===== config.mk =====
export PLATFORM = sky130hd
export DESIGN_NAME = rdb_ctrl
export DESIGN_NICKNAME = d
export VERILOG_FILES = /design/src/rdb_pkg.sv /design/src/rdb_ctrl.sv
export VERILOG_INCLUDE_DIRS = /design/src /design/src/src
export SDC_FILE = /design/constraint.sdc
export NUM_CORES = 1
export LEC_CHECK = 0
export BUFFER_PORTS_ARGS = -buffer_cell sky130_fd_sc_hd__buf_2
export CORE_AREA = 2 2 101 103
export DETAILED_ROUTE_END_ITERATION = 12
export DIE_AREA = 0 0 103 105
export GPL_TIMING_DRIVEN = 0
export PLACE_DENSITY = 0.74
export SETUP_SLACK_MARGIN = 0.02
export SYNTH_ARGS = -nofsm -noshare
export SYNTH_HDL_FRONTEND = slang
export SYNTH_SLANG_ARGS = --single-unit

===== constraint.sdc =====
create_clock -name clock -period 4.5 [get_ports clock]
set_input_delay 0.225 -clock clock [delete_from_list [all_inputs] [get_ports clock]]
set_output_delay 0.225 -clock clock [all_outputs]
set_load 0.01 [all_outputs]

===== src/reversible_deque_buffer_assert.svh =====
// Assertion macros used by the reversible deque buffer controller.
`ifndef REVERSIBLE_DEQUE_BUFFER_ASSERT_SVH
`define REVERSIBLE_DEQUE_BUFFER_ASSERT_SVH

// Checked on every rising edge of clock outside reset.
`define RDB_ASSERT(lbl, prop, msg) \
   lbl: assert property (@(posedge clock) disable iff (reset) prop) else $error(msg);

// Checked on every rising edge of clock, reset included.
`define RDB_ASSERT_ALWAYS(lbl, prop, msg) \
   lbl: assert property (@(posedge clock) prop) else $error(msg);

`endif


===== src/rdb_pkg.sv =====
// Package with the request codes and element width of the reversible deque buffer.
package rdb_pkg;

   localparam int ELEM_W = 32;
   localparam int ACT_W  = 2;

   typedef enum logic [ACT_W-1:0] {
      ACT_INS_HEAD = 2'd0,
      ACT_INS_TAIL = 2'd1,
      ACT_REM_HEAD = 2'd2,
      ACT_REVERSE  = 2'd3
   } action_type;

endpackage


===== src/rdb_ctrl.sv =====
// Ring pointers, direction flag, request sequencing and the result register.
`include "reversible_deque_buffer_assert.svh"

module rdb_ctrl #(
   parameter int DEPTH = 256,
   parameter int AW    = 8,
   parameter int CW    = 9
) (
   input  logic                       clock,
   input  logic                       reset,
   input  logic                       req_valid,
   output logic                       req_ready,
   input  logic [rdb_pkg::ACT_W-1:0]  req_action,
   input  logic [rdb_pkg::ELEM_W-1:0] req_value,
   output logic                       rsp_valid,
   input  logic                       rsp_ready,
   output logic                       rsp_ok,
   output logic [rdb_pkg::ELEM_W-1:0] rsp_removed,
   output logic [CW-1:0]              rsp_count,
   output logic                       mem_wr_en,
   output logic [AW-1:0]              mem_wr_addr,
   output logic [rdb_pkg::ELEM_W-1:0] mem_wr_data,
   output logic                       mem_rd_en,
   output logic [AW-1:0]              mem_rd_addr,
   input  logic [rdb_pkg::ELEM_W-1:0] mem_rd_data
);

   typedef enum logic {ST_IDLE, ST_READ} state_type;

   state_type                  state_ff, state_in;
   logic [AW-1:0]              front_ff, front_in;
   logic [CW-1:0]              count_ff, count_in;
   logic                       rev_ff, rev_in;
   logic                       rsp_valid_ff, rsp_valid_in;
   logic                       rsp_ok_ff, rsp_ok_in;
   logic [rdb_pkg::ELEM_W-1:0] rsp_removed_ff, rsp_removed_in;
   logic [CW-1:0]              rsp_count_ff, rsp_count_in;

   rdb_pkg::action_type act;
   logic                req_acc;
   logic                load;
   logic                full;
   logic                empty;
   logic                to_low;
   logic                rem_go;
   logic                rev_go;
   logic [CW-1:0]       count_m1;
   logic [AW-1:0]       front_dec;
   logic [AW-1:0]       front_inc;
   logic [AW-1:0]       high_addr;
   logic [AW-1:0]       push_addr;

   function automatic logic [AW-1:0] ring_add(logic [AW-1:0] base, logic [AW-1:0] offset);
      logic [AW:0] sum;
      sum = {1'b0, base} + {1'b0, offset};
      if (sum >= (AW+1)'(DEPTH)) begin
         sum = sum - (AW+1)'(DEPTH);
      end
      return sum[AW-1:0];
   endfunction

   assign act       = rdb_pkg::action_type'(req_action);
   assign req_ready = (state_ff == ST_IDLE) && (!rsp_valid_ff || rsp_ready);
   assign req_acc   = req_valid && req_ready;
   assign full      = (count_ff == CW'(DEPTH));
   assign empty     = (count_ff == '0);
   assign to_low    = (act == rdb_pkg::ACT_INS_HEAD) != rev_ff;
   assign rem_go    = req_acc && (act == rdb_pkg::ACT_REM_HEAD) && !empty;
   assign rev_go    = req_acc && (act == rdb_pkg::ACT_REVERSE);
   assign count_m1  = count_ff - CW'(1);
   assign front_dec = (front_ff == '0) ? AW'(DEPTH - 1) : front_ff - AW'(1);
   assign front_inc = (front_ff == AW'(DEPTH - 1)) ? '0 : front_ff + AW'(1);
   assign high_addr = ring_add(front_ff, count_m1[AW-1:0]);
   assign push_addr = ring_add(front_ff, count_ff[AW-1:0]);

   always_comb begin
      state_in       = state_ff;
      front_in       = front_ff;
      count_in       = count_ff;
      rev_in         = rev_ff;
      load           = 1'b0;
      rsp_ok_in      = 1'b1;
      rsp_removed_in = '0;
      rsp_count_in   = count_ff;
      mem_wr_en      = 1'b0;
      mem_wr_addr    = to_low ? front_dec : push_addr;
      mem_wr_data    = req_value;
      mem_rd_en      = 1'b0;
      mem_rd_addr    = rev_ff ? high_addr : front_ff;
      unique case (state_ff)
         ST_IDLE: begin
            if (req_acc) begin
               case (act) inside
                  rdb_pkg::ACT_INS_HEAD, rdb_pkg::ACT_INS_TAIL: begin
                     load = 1'b1;
                     if (full) begin
                        rsp_ok_in = 1'b0;
                     end else begin
                        mem_wr_en = 1'b1;
                        count_in  = count_ff + CW'(1);
                        if (to_low) begin
                           front_in = front_dec;
                        end
                     end
                  end
                  rdb_pkg::ACT_REM_HEAD: begin
                     if (empty) begin
                        load      = 1'b1;
                        rsp_ok_in = 1'b0;
                     end else begin
                        mem_rd_en = 1'b1;
                        count_in  = count_m1;
                        state_in  = ST_READ;
                        if (!rev_ff) begin
                           front_in = front_inc;
                        end
                     end
                  end
                  rdb_pkg::ACT_REVERSE: begin
                     load   = 1'b1;
                     rev_in = !rev_ff;
                  end
                  default: begin
                  end
               endcase
               rsp_count_in = count_in;
            end
         end
         ST_READ: begin
            load           = 1'b1;
            rsp_removed_in = mem_rd_data;
            state_in       = ST_IDLE;
         end
         default: begin
            state_in = ST_IDLE;
         end
      endcase
      rsp_valid_in = load || (rsp_valid_ff && !rsp_ready);
   end

   always_ff @(posedge clock) begin
      if (reset) begin
         state_ff     <= ST_IDLE;
         front_ff     <= '0;
         count_ff     <= '0;
         rev_ff       <= 1'b0;
         rsp_valid_ff <= 1'b0;
      end else begin
         state_ff     <= state_in;
         front_ff     <= front_in;
         count_ff     <= count_in;
         rev_ff       <= rev_in;
         rsp_valid_ff <= rsp_valid_in;
         if (load) begin
            rsp_ok_ff      <= rsp_ok_in;
            rsp_removed_ff <= rsp_removed_in;
            rsp_count_ff   <= rsp_count_in;
         end
      end
   end

   assign rsp_valid   = rsp_valid_ff;
   assign rsp_ok      = rsp_ok_ff;
   assign rsp_removed = rsp_removed_ff;
   assign rsp_count   = rsp_count_ff;

   `RDB_ASSERT(a_count_bound, count_ff <= CW'(DEPTH), "Element count exceeds the ring depth.")
   `RDB_ASSERT(a_read_slot_free, (state_ff == ST_READ) |-> !rsp_valid_ff, "Result slot busy.")
   `RDB_ASSERT(a_remove_reads, rem_go |=> (state_ff == ST_READ), "Remove skipped the read.")
   `RDB_ASSERT(a_reverse_keeps, rev_go |=> $stable({count_ff, front_ff}), "Ring moved.")
   `RDB_ASSERT_ALWAYS(a_no_overlap, !(mem_wr_en && mem_rd_en), "Write and read together.")

endmodule


==> impl_metrics.tcl, run 1 <==
set metrics [dict create \
    tns_ns 0 \
    postCtsSetupBuffers 0 \
    cts_tree "yes" \
    chipHeight_um 105 \
    vias 3808 \
    dominantRegCellSynth "edfxtp_1" \
    vias_per_cell 5.23 \
    drtAntennaViolNets 0 \
    synth-edff-count 42 \
    drt-pass1-iter-count 4 \
    fillerInstances 913 \
    seq_area_frac_synth_pct 38.5 \
    clock_tree.root_cell "clkbuf_8" \
    yosys.cell_count.top_type "edfxtp_1" \
    layout.nets 682 \
    cp.arrival_ns 3.23 \
    timing_worst_setup_path_type "reg2out" \
    rr_endpoint "rsp_count[2]" \
    wl_per_cell_um 14.9 \
    max_clock_freq_mhz 290 \
    hold_buffers 0 \
    p_leak_nw 2.41 \
    syn_area_um2 4320 \
    first_global_vias 3468 \
    synth_seq_cells 62 \
    synth_commonest_cells "edfxtp_1, and2_1, buf_4" \
    clk_latency_ns 0.34 \
    worstPathRequired_ns 4.28 \
    cts_num_sinks 62 \
    clk_pin_slew_ns 0.07 \
    cts_made_buffers 9 \
    fin_worst_skew_ns 0.0131 \
    cp-startpoint "count_ff[0]" \
    finalCritPeriodShare_pct 76.7 \
    power.density_nw_per_um2 332 \
    fin_cells 728 \
    rows 36 \
    hpwl_um 8430 \
    slew_headroom_pct 34.3 \
    drive_above_1_share_pct 37.5 \
    portBuffers 130 \
    io_pins 164 \
    synth_cells 448 \
    synthArstFlopShare_pct 0 \
    cp-endpoint "mem_rd_addr[7]" \
    finalCriticalPeriod_ns 3.45 \
    setup_viol 0 \
    initial_core_util_pct 44.8 \
    ys_warn_count 0 \
    grt_pass1_wl_um 16800 \
    drtIter0Drc 145 \
    core_area_um2 9640 \
    vdd_drop_max_mv 0.160 \
    holdCritPathClass "in2reg" \
    rsz0062_at_grt "no" \
    reg2reg_depth 7 \
    tightest_slew_ns 0.978 \
    cts_resized 0 \
    status "completed" \
    h-tree-depth 3 \
    hold_viol 0 \
    gp_congestion 0.901 \
    clockBufferDepth 2 \
    synthToLayoutAreaGrowth_pct 24.9 \
    synth_top_area_share_pct 29.2 \
    globalRouteOverflowTotal 0 \
    drv_slew 0 \
    syn_area_per_cell_um2 9.64 \
    synthesis.nets 540 \
    dp.cells 712 \
    max_cap_viol_count 0 \
    grt_usage_pct 19.6 \
    insertedDiodeCount 0 \
    rrSetupSlack_ns 1.98 \
    yosysUniqueCellTypes 75 \
    critPathCaptureType "primary output" \
    reg2reg_from "count_ff[1]" \
    antenna_found_initial 0 \
    critPathMaxFanout 8 \
    grt_max_degree 25 \
    drt_wl_total_um 10900 \
    synth_area_leaders "edfxtp_1, dfxtp_1, ha_1, buf_4, and2_1" \
    die_w_um 103 \
    drcViolationCount 0 \
    worstSetupStartpointType "register" \
    die_area_um2 10800 \
    yosys.area.top_type "edfxtp_1" \
]
cell families (layout without fill, tap and decap cells):
kind of cell / after synthesis / count (layout) / synth area share [%]
AOI/OAI and AO/OA: 96 / 96 / 15.4
xor gates and xnor gates: 24 / 24 / 4.87
adders and majority gates: 22 / 22 / 6.72
buffers and inverters: 77 / 224 / 11.5
DFF: 62 / 62 / 38.5
muxes: 9 / 9 / 2.20
and+or+nand+nor: 158 / 158 / 20.8
registers in the layout (all words and copies together) (netlist names):
| register | cells |
|---|---|
| rsp_ok | 1 |
| count_ff | 9 |
| rsp_valid | 1 |
| rev_ff | 1 |
| front_ff | 8 |
| state_ff | 1 |
| rsp_removed | 32 |
| rsp_count | 9 |
metal layers:
layer	routed length [um]	part of all wire [%]	GRT usage, %	vias up
met5	0	0	0	-
met4	90	0.83	4.70	0
met3	1030	9.5	4.55	9
met2	5090	47	32.4	205
met1	4670	43	25.8	1747
li1	-	-	-	1847
worst max-delay path: stages (launching register included):
cell      delay, ns
dfxtp_1        0.50
inv_1          0.13
ha_1           0.32
nand3b_1       0.18
nand2_1        0.08
ha_1           0.36
nand3_1        0.12
o211ai_1       0.15
o41ai_1        0.40
xnor2_1        0.18
nand2_1        0.12
xnor2_1        0.19
buf_2          0.15
worst min-delay path by stage:
stage	startpoint	end	slack (ns)	cells past startpoint
2_1_floorplan	reset	count_ff[0]	0.30	1
3_3_place_gp	reset	count_ff[0]	0.41	2
3_5_place_dp	reset	count_ff[0]	0.42	2
4_1_cts	reset	count_ff[0]	0.06	2
5_1_grt	reset	count_ff[0]	0.07	2
6_report	reset	count_ff[0]	0.07	2
report_power, final:
group | internal [mW] | switching, mW | total (mW) | leakage, nW
sequential | 0.646 | 0.0217 | 0.668 | 0.569
clock | 0.313 | 0.231 | 0.544 | 0.109
combinational | 0.251 | 0.330 | 0.580 | 1.73
total | 1.21 | 0.582 | 1.79 | 2.41
final cells by class:
type                       instances  area, um2  area share, %
multi-input combinational        309       2170           40.2
sequential                        62       1660           30.8
timing repair buffer             131        678           12.6
buffer                            60        432           8.00
tap                              133        166           3.09
clock buffer                       9        124           2.30
clock inverter                     7       98.8           1.83
inverter                          17       63.8           1.18
cells in the final DEF, fill, tap and decap left out, types with 4 or more instances in the layout:
master	count
buf_2	138
edfxtp_1	42
and2_1	34
buf_4	33
nand2_1	32
nor2_1	26
a21oi_1	22
o21ai_0	20
ha_1	20
dfxtp_1	20
nand3_1	16
inv_1	15
xnor2_1	15
clkbuf_8	12
nor2b_1	10
xor2_1	9
clkbuf_1	8
a31oi_1	8
nor3_1	7
buf_6	5
mux2i_1	5
mux2_2	4
per-stage QoR:
stage / cell area [um2] / hold WS [ns] / power, mW / utilization (%) / setup WS (ns)
floorplan: 4320 / 0.297 / 1.07 / - / 1.08
global placement: 5130 / 0.410 / 1.24 / 53.3 / 0.243
detailed placement: 5170 / 0.420 / 1.25 / 53.6 / 1.50
CTS: 5390 / 0.0563 / 1.79 / 55.9 / 1.09
global route: 5390 / 0.0676 / 1.88 / 55.9 / 0.836
finish: 5390 / 0.0691 / 1.79 / 55.9 / 1.05
Power figures use the tool's default switching activity.
==> inputs of run 2 (changes only) <==
- ABC_AREA: not set -> 1
- CORE_AREA: 2 2 101 103 -> 2 2 102 104
- DIE_AREA: 0 0 103 105 -> 0 0 104 106
- PLACE_DENSITY: 0.74 -> 0.76
- clock period: 4.5 -> 2.8 ns (I/O delays scaled with it)
==> run 2 against run 1 <==
Against the previous run:
- highest routed layer unchanged
- register-to-register slack got worse by 1.7 ns
- flip-flop and latch count did not move
- clock skew rose by 0.0035 ns
- clock-buffer cell count did not move
- combinational power rose by 100%
- sequential power rose by 66%
- via count rose by 10%
- sequential share of layout area fell by 1.1 points
- worst setup slack got worse by 0.87 ns
==> impl_metrics.tcl, run 2 <==
set metrics [dict create \
    status "completed" \
    drtIter0Drc 175 \
    core_area_um2 10000 \
    cp.arrival_ns 2.49 \
    cts_made_buffers 9 \
    drcViolationCount 0 \
    multi_input_area_um2 2150 \
    clockBufferDepth 2 \
    worstPathRequired_ns 2.66 \
    rrSetupSlack_ns 0.27 \
    vias 4197 \
    tightest_slew_ns 0.922 \
    synth_seq_cells 62 \
    rows 37 \
    synth_cells 563 \
    syn_area_um2 4350 \
    drtAntennaViolNets 0 \
    drt-pass1-iter-count 4 \
    critPathMaxFanout 4 \
    cts_num_sinks 62 \
    power.total_mw 3.17 \
    timing_worst_setup_path_type "reg2out" \
    power.internal_mw 2.03 \
    grtUsageMet3_pct 5.33 \
    grt_use_met2_pct 37.6 \
    finalCriticalPeriod_ns 2.63 \
    clock_tree.root_cell "clkbuf_8" \
    yosysUniqueCellTypes 43 \
    layout.nets 805 \
    vdd_drop_max_mv 0.272 \
    synth_area_leaders "edfxtp_1, nand2_1, dfxtp_1, inv_1, ha_1" \
    max_clock_freq_mhz 381 \
    die_area_um2 11000 \
    vias_per_cell 4.91 \
    synth-edff-count 42 \
    netSwitchingPower_mw 1.14 \
    wl_per_cell_um 13.8 \
    hold_buffers 0 \
    switching_share_pct 35.9 \
    die_w_um 104 \
    fin_cells 854 \
    io_pins 164 \
    synthesis.nets 655 \
    power.density_nw_per_um2 564 \
    rr_endpoint "rsp_count[1]" \
    first_global_vias 3922 \
    layout_common_cells "nand2_1, buf_2, inv_1" \
    gr-usage-met1_pct 24.9 \
    synthArstFlopShare_pct 0 \
    top_usage_layer "met2" \
    ys_warn_count 0 \
    grt_usage_pct 21.2 \
    grt_max_degree 43 \
    critPathCaptureType "primary output" \
    hold_viol 0 \
    finalCritPeriodShare_pct 93.8 \
    post-route-util_pct 56.3 \
    chipHeight_um 106 \
    regArea_um2 1670 \
    synthToLayoutAreaGrowth_pct 29.4 \
    max_cap_viol_count 0 \
    gp_congestion 0.926 \
    dp.cells 830 \
    syn_area_per_cell_um2 7.72 \
    clkPwrFrac_pct 28.6 \
    fillerInstances 963 \
    cp-startpoint "count_ff[1]" \
    reg2reg_depth 9 \
    cts_tree "yes" \
    p_seq_share_pct 34.9 \
    power.share.combinational_pct 36.5 \
    worstSetupStartpointType "register" \
    synth_top_area_share_pct 29.0 \
    drive_above_1_share_pct 35.7 \
    grt_pass1_wl_um 18600 \
    dominantRegCellSynth "edfxtp_1" \
    synth_commonest_cells "nand2_1, inv_1, edfxtp_1" \
    slew_headroom_pct 38.5 \
    hpwl_um 9050 \
    final_common_cell "nand2_1" \
    rsz0062_at_grt "yes" \
    drt_wl_total_um 11800 \
    p_leak_nw 3.01 \
    seq_area_frac_synth_pct 38.2 \
    portBuffers 131 \
    yosys.area.top_type "edfxtp_1" \
    clk_pin_slew_ns 0.07 \
    holdCritPathClass "in2reg" \
    globalRouteOverflowTotal 0 \
    insertedDiodeCount 0 \
    antenna_found_initial 0 \
    yosys.cell_count.top_type "nand2_1" \
    cp-endpoint "mem_rd_addr[7]" \
    clk_latency_ns 0.35 \
    h-tree-depth 3 \
    largest_reg_flops 32 \
    reg2reg_from "count_ff[1]" \
    setup_viol 0 \
    initial_core_util_pct 43.5 \
    fin_worst_skew_ns 0.0166 \
    drv_slew 0 \
]
[run 2: area by class of cell]
class                           instances  share of cell area, %
Buffer                                 46                   5.76
Clock buffer                            9                   2.20
Clock inverter                          7                   1.87
Inverter                               93                   6.47
Multi-Input combinational cell        362                   38.3
Sequential cell                        62                   29.7
Tap cell                              136                   3.02
Timing Repair Buffer                  139                   12.7
[run 2: metal layers]
metal  up-vias  share of wire [%]
met2       190                 49
met5         -                  0
met1      1917                 41
met4         0                1.4
li1       2074                  -
met3        16                8.1
[run 2: worst max-delay path, cell delays in order (launching register included)]
cell and delay, ns:
dfxtp_4 0.37, inv_6 0.07, ha_4 0.16, nand2_2 0.07, nor2_4 0.15, nand3_4 0.10, xor2_4 0.20, ha_4 0.24
a21oi_1 0.12, a21boi_2 0.17, nand2_1 0.07, nand2_2 0.08, nand3_1 0.08, nand2_1 0.06, nand2_1 0.05, buf_2 0.13
[run 2: power groups by stage]
stage	clock network, mW	registers, mW	logic [mW]
floorplan	0	1.13	0.690
global placement	0	1.12	0.997
detailed placement	0	1.12	1.02
CTS	0.930	1.10	1.06
global route	0.967	1.11	1.28
finish	0.909	1.11	1.16
[run 2: cells by family after synthesis]
| family | Yosys count | synth area share, % |
|---|---|---|
| AOI/OAI and AO/OA | 57 | 7.42 |
| xor gates and xnor gates | 18 | 3.80 |
| adders and majority gates | 22 | 6.67 |
| buffers and inverters | 139 | 15.6 |
| DFF | 62 | 38.2 |
| muxes | 1 | 0.230 |
| and+or+nand+nor | 264 | 28.1 |
[run 2: metrics by stage]
stage                     instance area, um2  setup TNS [ns]  hold WS, ns  setup slack [ns]
after floorplan                         4350               0        0.209            0.0863
after global placement                  5170          -20.77        0.378            -0.496
after detailed placement                5180               0        0.382            0.0283
after CTS                               5470               0       0.0108            0.0128
after global routing                    5630        -0.00450       0.0174          -0.00450
final                                   5630               0       0.0192             0.174
[run 2: worst min path at each step]
stage / cells after the start / start / endpoint / slack (ns)
floorplan: 1 / reset / count_ff[1] / 0.21
global placement: 2 / reset / front_ff[6] / 0.38
detailed placement: 2 / reset / front_ff[6] / 0.38
CTS: 2 / reset / front_ff[6] / 0.01
global route: 2 / reset / front_ff[6] / 0.02
finish: 2 / reset / count_ff[1] / 0.02
[run 2: timing repair]
action                                 4_1_cts  5_1_grt
pin swaps                                    0        3
setup endpoints to repair                   26       46
gates resized for setup                     14       21
endpoints found under the hold margin        0        0
buffers inserted                             2        6
==> inputs of run 3 (changes only) <==
- ABC_AREA: 1 -> not set
- CORE_AREA: 2 2 102 104 -> 2 2 101 103
- DIE_AREA: 0 0 104 106 -> 0 0 103 105
==> run 3 against run 2 <==
Against the previous run:
- the flow now finishes with violations (setup timing)
- worst hold slack gained 0.050 ns
- core utilization grew 2.1 points
- first-iteration DRC count is 0.57% lower
- final area is essentially flat
- sequential power fell by 4%
- routed wire length decreased by 6.0%
- sequential share of layout area hardly changed
==> impl_metrics.tcl, run 3 (synthesized netlist as in run 1, its figures left out) <==
set metrics [dict create \
    violations "setup timing" \
    path_depth 12 \
    drv_slew 0 \
    timing_worst_setup_path_type "reg2out" \
    grt_pass1_wl_um 17000 \
    cp_common_cell "xnor2_1" \
    rrSetupSlack_ns 0.53 \
    rr_endpoint "rsp_removed[9]" \
    final_common_cell "buf_2" \
    insertedDiodeCount 0 \
    grtUsageMet3_pct 4.28 \
    drtAntennaViolNets 0 \
    drcViolationCount 0 \
    min_path_cells 3 \
    vias_per_cell 5.25 \
    status "finished with violations" \
    min_delay_worst_endpoint "rsp_valid" \
    tightest_slew_ns 1.04 \
    grt_max_degree 27 \
    worstSetupStartpointType "register" \
    initial_core_util_pct 44.8 \
    core_area_um2 9640 \
    p_leak_nw 2.52 \
    gp_congestion 0.954 \
    io_pins 164 \
    antenna_found_initial 0 \
    largest_reg_flops 32 \
    die_area_um2 10800 \
    chipHeight_um 105 \
    tns_ns -0.220 \
    hold_start "req_valid" \
    first_global_vias 3588 \
    drt-pass1-iter-count 4 \
    critPathCaptureType "primary output" \
    setup_viol 2 \
    crit_path_max_incr_delay_ns 0.39 \
    vias 3882 \
    cts_num_sinks 62 \
    cp_top_family "simple AND/OR/NAND/NOR gates" \
    rows 36 \
    drt_wl_total_um 11100 \
    worstPathCellList "or3_4 > buf_6 > nor3_4 > xor2_2 > ha_1 > o21ai_1 > nand2b_1 > o41ai_2 > xnor2_1 > nand2_1 > xnor2_1 > buf_2" \
    reg2reg_depth 7 \
    top_usage_layer "met2" \
    critPathMaxFanout 4 \
    max_cap_viol_count 0 \
    layout_common_cells "buf_2, buf_4, edfxtp_1" \
    layout.nets 693 \
    drtIter0Drc 174 \
    hold_viol 0 \
    cts_made_buffers 9 \
    finalCritPeriodShare_pct 106 \
    post-route-util_pct 58.4 \
    gr-usage-met1_pct 25.4 \
    slew_headroom_pct 30.4 \
    worstPathRequired_ns 2.66 \
    rsz0062_at_grt "yes" \
    worst_slack_ns -0.172 \
    fin_hold_ws_ns 0.0696 \
    clk_latency_ns 0.35 \
    globalRouteOverflowTotal 0 \
    clockBufferDepth 2 \
    max_clock_freq_mhz 336 \
    cp.arrival_ns 2.83 \
    finalCriticalPeriod_ns 2.97 \
    holdCritPathClass "in2reg" \
    hpwl_um 8340 \
    synthToLayoutAreaGrowth_pct 30.3 \
    grt_use_met2_pct 32.9 \
    clk_pin_slew_ns 0.07 \
    reg2reg_from "count_ff[0]" \
    fin_worst_skew_ns 0.00926 \
    portBuffers 130 \
    vdd_drop_max_mv 0.240 \
    power.density_nw_per_um2 563 \
    h-tree-depth 3 \
    drive_above_1_share_pct 41.7 \
    die_w_um 103 \
    cp_num_buf_inv 2 \
    grt_usage_pct 20.0 \
    cts_tree "yes" \
    clock_tree.root_cell "clkbuf_8" \
    wl_per_cell_um 15.0 \
    slowest_stage "or3_4" \
]
run 3: area by class of cell:
| cell class | count | area [um2] |
|---|---|---|
| fillers | 878 | 4010 |
| multi-input cells | 309 | 2240 |
| flip-flops and latches | 62 | 1670 |
| repair buffers | 143 | 781 |
| plain buffers | 59 | 428 |
| well taps | 133 | 166 |
| clock inverters | 7 | 145 |
| clock buffers | 9 | 124 |
| inverters | 17 | 63.8 |
run 3: how the worst max path moves through the flow:
stage	start	endpoint	slack [ns]
after floorplan	count_ff[1]	rsp_count[0]	0.08
after global placement	count_ff[1]	rsp_removed[11]	-0.52
after detailed placement	count_ff[1]	mem_rd_addr[7]	-0.07
after CTS	count_ff[0]	mem_rd_addr[7]	-0.20
after global routing	count_ff[0]	mem_rd_addr[7]	-0.32
final	count_ff[0]	mem_rd_addr[7]	-0.17
run 3: report_power, final:
group / leakage (nW) / internal, mW / switching [mW]
clock: 0.130 / 0.686 / 0.375
combinational: 1.82 / 0.479 / 0.555
sequential: 0.571 / 1.04 / 0.0342
total: 2.52 / 2.20 / 0.964
run 3: metal layers:
layer | up-vias | wire, um
met3 | 28 | 1020
li1 | 1868 | -
met2 | 226 | 5170
met4 | 0 | 291
met5 | - | 0
met1 | 1760 | 4610
run 3: repair_timing:
action | CTS | global route
gates cloned | 0 | 0
setup buffers | 10 | 1
gates resized for setup | 19 | 12
endpoints found under the hold margin | 1 | 0
setup endpoints to repair | 7 | 9
pin swaps | 10 | 8
hold buffers | 1 | 0
run 3: worst register-to-register path, cell delays in order (launching register included):
cell,delay [ns]
dfxtp_4,0.36
inv_1,0.13
ha_4,0.20
nor4b_4,0.31
a21o_1,0.19
a21oi_1,0.10
nor2_4,0.43
buf_16,0.24
run 3: per-stage QoR:
stage	cells	cell area (um2)	total power, mW	setup WS (ns)
floorplan	448	4320	1.73	0.0782
global placement	711	5140	1.98	-0.522
detailed placement	712	5170	2.01	-0.0659
CTS	738	5580	3.15	-0.205
global route	739	5630	3.33	-0.324
finish	739	5630	3.17	-0.172
